## src/rtl/core/cablk_pkg.sv

```systemverilog
// ----------------------------------------------------------------------------
// cablk_pkg
// Shared types and constants for the cable length kinematics block.
// ----------------------------------------------------------------------------
package cablk_pkg;

   // pose store: nine rotation words row-major, then translation x, y, z
   localparam int POSE_WORDS = 12;
   localparam int POSE_IDX_W = 4;
   localparam int TRANS_BASE = 9;
   localparam int AXES       = 3;

   localparam logic [31:0] ONE_Q16    = 32'h0001_0000;
   localparam logic [23:0] GAIN_RESET = 24'd187673;

   // square root unit widths
   localparam int RAD_W  = 64;
   localparam int ROOT_W = 32;
   localparam int STEP_W = 5;

   typedef enum logic {
      CMD_POSE  = 1'b0,
      CMD_CABLE = 1'b1
   } command_type;

endpackage

```

## src/rtl/core/cablk_isqrt.sv

```systemverilog
// ----------------------------------------------------------------------------
// cablk_isqrt
// Bit-serial integer square root: one result bit per cycle, floor result.
// ----------------------------------------------------------------------------
module cablk_isqrt (
   input  logic                           clock,
   input  logic                           reset,
   input  logic                           start,
   input  logic [cablk_pkg::RAD_W-1:0]    radicand,
   output logic                           done,
   output logic [cablk_pkg::ROOT_W-1:0]   root
);

   localparam int REM_W = cablk_pkg::ROOT_W + 3;

   logic                            busy_ff,  busy_in;
   logic                            done_ff,  done_in;
   logic [cablk_pkg::STEP_W-1:0]    count_ff, count_in;
   logic [cablk_pkg::RAD_W-1:0]     rad_ff,   rad_in;
   logic [REM_W-1:0]                rem_ff,   rem_in;
   logic [cablk_pkg::ROOT_W-1:0]    root_ff,  root_in;

   logic [REM_W-1:0]                rem_shift;
   logic [REM_W-1:0]                trial;
   logic                            fits;

   // one restoring step: bring down two radicand bits, try root*4+1
   assign rem_shift = {rem_ff[REM_W-3:0], rad_ff[cablk_pkg::RAD_W-1 -: 2]};
   assign trial     = {1'b0, root_ff, 2'b01};
   assign fits      = (rem_shift >= trial);

   always_comb begin
      busy_in  = busy_ff;
      done_in  = 1'b0;
      count_in = count_ff;
      rad_in   = rad_ff;
      rem_in   = rem_ff;
      root_in  = root_ff;
      if (start) begin
         busy_in  = 1'b1;
         count_in = '0;
         rad_in   = radicand;
         rem_in   = '0;
         root_in  = '0;
      end else if (busy_ff) begin
         rad_in   = {rad_ff[cablk_pkg::RAD_W-3:0], 2'b00};
         rem_in   = fits ? (rem_shift - trial) : rem_shift;
         root_in  = {root_ff[cablk_pkg::ROOT_W-2:0], fits};
         count_in = count_ff + 1'b1;
         if (count_ff == cablk_pkg::STEP_W'(cablk_pkg::ROOT_W - 1)) begin
            busy_in = 1'b0;
            done_in = 1'b1;
         end
      end
   end

   // control
   always_ff @(posedge clock) begin
      if (reset) begin
         busy_ff <= 1'b0;
         done_ff <= 1'b0;
      end else begin
         busy_ff <= busy_in;
         done_ff <= done_in;
      end
   end

   // datapath
   always_ff @(posedge clock) begin
      count_ff <= count_in;
      rad_ff   <= rad_in;
      rem_ff   <= rem_in;
      root_ff  <= root_in;
   end

   assign done = done_ff;
   assign root = root_ff;

endmodule

```

## config.mk

```make
export PLATFORM = sky130hd
export DESIGN_NAME = cablk_isqrt
export DESIGN_NICKNAME = d
export VERILOG_FILES = /design/src/rtl/core/cablk_pkg.sv /design/src/rtl/core/cablk_isqrt.sv
export SDC_FILE = /design/constraint.sdc
export NUM_CORES = 1
export LEC_CHECK = 0
export BUFFER_PORTS_ARGS = -buffer_cell sky130_fd_sc_hd__buf_4
export CAP_MARGIN = 10
export CORE_MARGIN = 4
export CORE_UTILIZATION = 40
export DETAILED_ROUTE_END_ITERATION = 8
export PLACE_DENSITY_LB_ADDON = 0.15
export SETUP_SLACK_MARGIN = 0.05
export SYNTH_ARGS = -nofsm -noshare
export SYNTH_HDL_FRONTEND = slang
export SYNTH_SLANG_ARGS = --single-unit
```

## constraint.sdc

```tcl
create_clock -name clock -period 6.25 [get_ports clock]
set_input_delay 1.25 -clock clock [delete_from_list [all_inputs] [get_ports clock]]
set_output_delay 1.25 -clock clock [all_outputs]
set_load 0.05 [all_outputs]
```

==> reports/summary.log <==
qor: clock_network.cts_root_buffer sky130_fd_sc_hd__clkbuf_16
qor: timing.worstMarginPinSlew 0.973 ns
qor: routing.detail-route-antenna-nets 0
qor: clock_network.htreeDepth 4
qor: die.core.rowCount 51
qor: die.floorplan.die.width 148 um
qor: yosys.synthArstFlopShare 0%
qor: yosys.synth-seq-cells 136
qor: outcome.run_status completed
qor: yosys.syn_area_per_cell 9.79 um^2
qor: final_layout.nNetsFinal 981
qor: grt.global_route.usage.met2 26.0%
qor: routing.first_drt_iteration_drcs 417
qor: grt.gr-usage-all-layers 17.3%
qor: final_layout.num_antenna_cells 0
qor: timing.fin_crit 3.27 ns
qor: yosys.synth.net_count 908
qor: critical_path.worst_setup_path_start_kind flip-flop
qor: critical_path.cp.required 6.57 ns
qor: routing.wl_per_cell 16.3 um
qor: final_layout.stdcell_area 9380 um^2
qor: min_path.holdCritStartpoint rem_ff[31]
qor: final_layout.most-common-layout-cells sky130_fd_sc_hd__buf_4, sky130_fd_sc_hd__nor2_1, sky130_fd_sc_hd__dfxtp_1
qor: timing.rsz0062_at_grt false
qor: critical_path.critical_path.reg2reg.endpoint rem_ff[14]
qor: critical_path.cp-end-kind flip-flop
qor: clock_network.cts_max_path_buffers 2
qor: timing.slew_viol_final 0
qor: placement.numPortBuffers 99
qor: routing.finalWirelength 18.9 mm
qor: placement.dp.final_hpwl 12.9 mm
qor: timing.final_critical_path_setup_slack 2.98 ns
qor: clock_network.ctsHoldBuffers 0
qor: clock_network.reg_clk_slew_reported_paths 0.06 ns
qor: final_layout.postLayoutCoreUtil 48.4%
qor: routing.drt_pre_antenna_iters 5
qor: grt.gr-total-overflow 0
qor: yosys.ys.warnings.count 0
qor: clock_network.post-cts-setup-buffers 0
qor: die.floorplan_core_area 19,400 um^2
qor: critical_path.cpPeakStageDelay 0.40 ns
qor: placement.placement.setup.worst_slack 2.66 ns
qor: critical_path.critical-path-slowest-cell sky130_fd_sc_hd__ha_1
qor: critical_path.critical_path_arrival 3.59 ns
qor: die.design.die.area 22,000 um^2
qor: yosys.synthDistinctLibCells 68
qor: yosys.synthDominantAreaCellType sky130_fd_sc_hd__edfxtp_1
qor: final_layout.final_common_cell sky130_fd_sc_hd__buf_4
qor: critical_path.worst-r2r-cell-count 11
qor: yosys.synth.area.top_cells sky130_fd_sc_hd__edfxtp_1, sky130_fd_sc_hd__dfxtp_1, sky130_fd_sc_hd__mux2_2
qor: critical_path.worst-r2r-setup-slack 2.98 ns
qor: placement.place.gp.congestion 0.888
qor: timing.worst_slew_margin_rel 34.9%
qor: critical_path.crit_path_max_fanout 19
qor: critical_path.worstReg2RegStart root[10]
qor: yosys.synth_enable_flop_cells 64
qor: grt.grt_antenna_before_repair 0
qor: die.die_y_extent 148 um
qor: placement.dpl_cell_area 8790 um^2
qor: routing.post_detailed_route_drc_marker_count 0
qor: min_path.min-delay-path-class flip-flop to flip-flop
qor: clock_network.cts_inserted_buffers 17
qor: clock_network.cts_resized 0
qor: yosys.syn-cell-area 7880 um^2
qor: critical_path.critPathMostFrequentCell sky130_fd_sc_hd__a21oi_4
qor: timing.maxClockFrequency 0.306 GHz
qor: yosys.synth_seq_area_share 42.7%
qor: yosys.post-synth-top-area-fraction 24.4%
qor: grt.grt_start_max_net_pins 74
qor: critical_path.cp-endpoint rem_ff[14]
qor: yosys.postSynthCellCount 805
qor: timing.worst_clock_skew 0.0108 ns
qor: timing.final_setup_violating_endpoints 0
qor: clock_network.clkLatencyLatePin 0.43 ns
qor: critical_path.setup.worst_path.class flip-flop to flip-flop
qor: grt.grt_first_pass_wirelength 31.2 mm
qor: critical_path.worstPathCellList inv_1 -> ha_1 -> a21oi_1 -> o221ai_2 -> and4b_1 -> a21oi_4 -> a21oi_4 -> o21a_1 -> buf_4 -> or3_1 -> a32o_1
qor: final_layout.drive_above_1_share 24.5%
qor: clock_network.cts_tree done
qor: final_layout.synth_to_final_area_change 19.0%
qor: yosys.synth_ff_type sky130_fd_sc_hd__dfxtp_1
qor: routing.vias_per_cell 5.35
qor: power_and_ir_drop.power.ir.vdd_worst 0.000258 V
qor: die.floorplan.initialDensity 40.6%
qor: power_and_ir_drop.power.static_leakage 3.70 nW
qor: grt.first_global_vias 6,039
qor: timing.post-route-period-util 52.3%
qor: power_and_ir_drop.power_per_cell_area 347 nW/um^2
qor: grt.grt_use_met3 5.64%
qor: die.pin_count 100
qor: clock_network.numClockSinks 136
qor: grt.grt.met1_usage 23.7%
qor: routing.via_count 6,190
qor: critical_path.crit_start root[10]
qor: grt.grt_most_used_layer met2
qor: timing.tns 0 ns
qor: timing.finalHoldViolCount 0
qor: run.drv_cap 0
==> per-layer routing <==
layer,share of wire [%],routed length [um],vias to the layer above
li1,-,-,3115
met1,48,9080,2929
met2,44,8270,128
met3,6.6,1250,18
met4,1.4,261,0
met5,0,0,-
==> stage by stage <==
| step | hold WS, ns | cells | power [mW] |
|---|---|---|---|
| after floorplan | 0.449 | 805 | 1.98 |
| after global placement | 0.462 | 1124 | 2.24 |
| after detailed placement | 0.469 | 1124 | 2.25 |
| after CTS | 0.478 | 1156 | 3.28 |
| after global routing | 0.497 | 1156 | 3.46 |
| final | 0.474 | 1156 | 3.25 |
==> how the worst min path moves through the flow <==
stage,depth (start not counted),slack (ns),endpoint
after floorplan,2,0.45,rem_ff[31]
after global placement,2,0.46,rem_ff[31]
after detailed placement,2,0.47,rem_ff[31]
after CTS,2,0.48,rem_ff[31]
after global routing,2,0.50,rem_ff[31]
final,2,0.47,rem_ff[31]
==> worst max-delay path: cells and delay by family (launching register included) <==
family	cells	cell delay (ns)
AOI/OAI and AO/OA	6	1.40
and+or+nand+nor	2	0.64
adders and majority gates	1	0.40
DFF	1	0.38
buffers and inverters	2	0.36
==> synth_stat cells, types with 3 or more instances <==
cell and n:
sky130_fd_sc_hd__nor2_1 92, sky130_fd_sc_hd__dfxtp_1 72, sky130_fd_sc_hd__edfxtp_1 64, sky130_fd_sc_hd__mux2_2 63, sky130_fd_sc_hd__inv_1 45, sky130_fd_sc_hd__nand3_1 42
sky130_fd_sc_hd__ha_1 36, sky130_fd_sc_hd__mux2i_1 35, sky130_fd_sc_hd__nand2_1 34, sky130_fd_sc_hd__a21oi_1 32, sky130_fd_sc_hd__a311oi_1 29, sky130_fd_sc_hd__o21ai_1 29
sky130_fd_sc_hd__clkbuf_1 25, sky130_fd_sc_hd__xnor2_1 17, sky130_fd_sc_hd__buf_2 14, sky130_fd_sc_hd__nor3_1 14, sky130_fd_sc_hd__a21o_1 12, sky130_fd_sc_hd__o21ai_0 12
sky130_fd_sc_hd__and3_1 10, sky130_fd_sc_hd__nand4_1 10, sky130_fd_sc_hd__o21a_1 9, sky130_fd_sc_hd__xor2_1 9, sky130_fd_sc_hd__buf_1 8, sky130_fd_sc_hd__a31oi_1 6
sky130_fd_sc_hd__and2_1 6, sky130_fd_sc_hd__o21bai_1 6, sky130_fd_sc_hd__a211oi_2 4, sky130_fd_sc_hd__nand2b_1 4, sky130_fd_sc_hd__nor2b_1 4, sky130_fd_sc_hd__o211ai_1 4
sky130_fd_sc_hd__a211oi_1 3, sky130_fd_sc_hd__nor3b_1 3, sky130_fd_sc_hd__o22ai_1 3
==> cell type report <==
class                           count  area [um^2]
Clock buffer                       17          425
Inverter                           45          169
Multi-Input combinational cell    573         4130
Fill cell                        1902        10000
Tap cell                          265          332
Timing Repair Buffer              105          788
Clock inverter                     15          171
Sequential cell                   136         3370
==> power breakdown <==
part           internal (mW)  leakage [nW]  switching (mW)
combinational          0.472          2.17           0.686
clock                  0.571         0.295           0.448
sequential              1.02          1.23          0.0513
==> flip-flops by register name (all words and copies together), names as in the netlist <==
signal	flops
rem_ff	33
done	1
busy_ff	1
count_ff	5
rad_ff	64
root	32
==> logic make-up (layout without fill, tap and decap cells) <==
family,after synthesis,in the layout,synth area share [%]
mux,98,98,13.4
flops,136,136,42.7
simple gates,230,230,13.6
xor+xnor,26,26,2.89
buf+inv,96,182,5.05
compound gates,183,183,16.7
fa+ha+maj,36,36,5.71
Power figures use the tool's default switching activity.
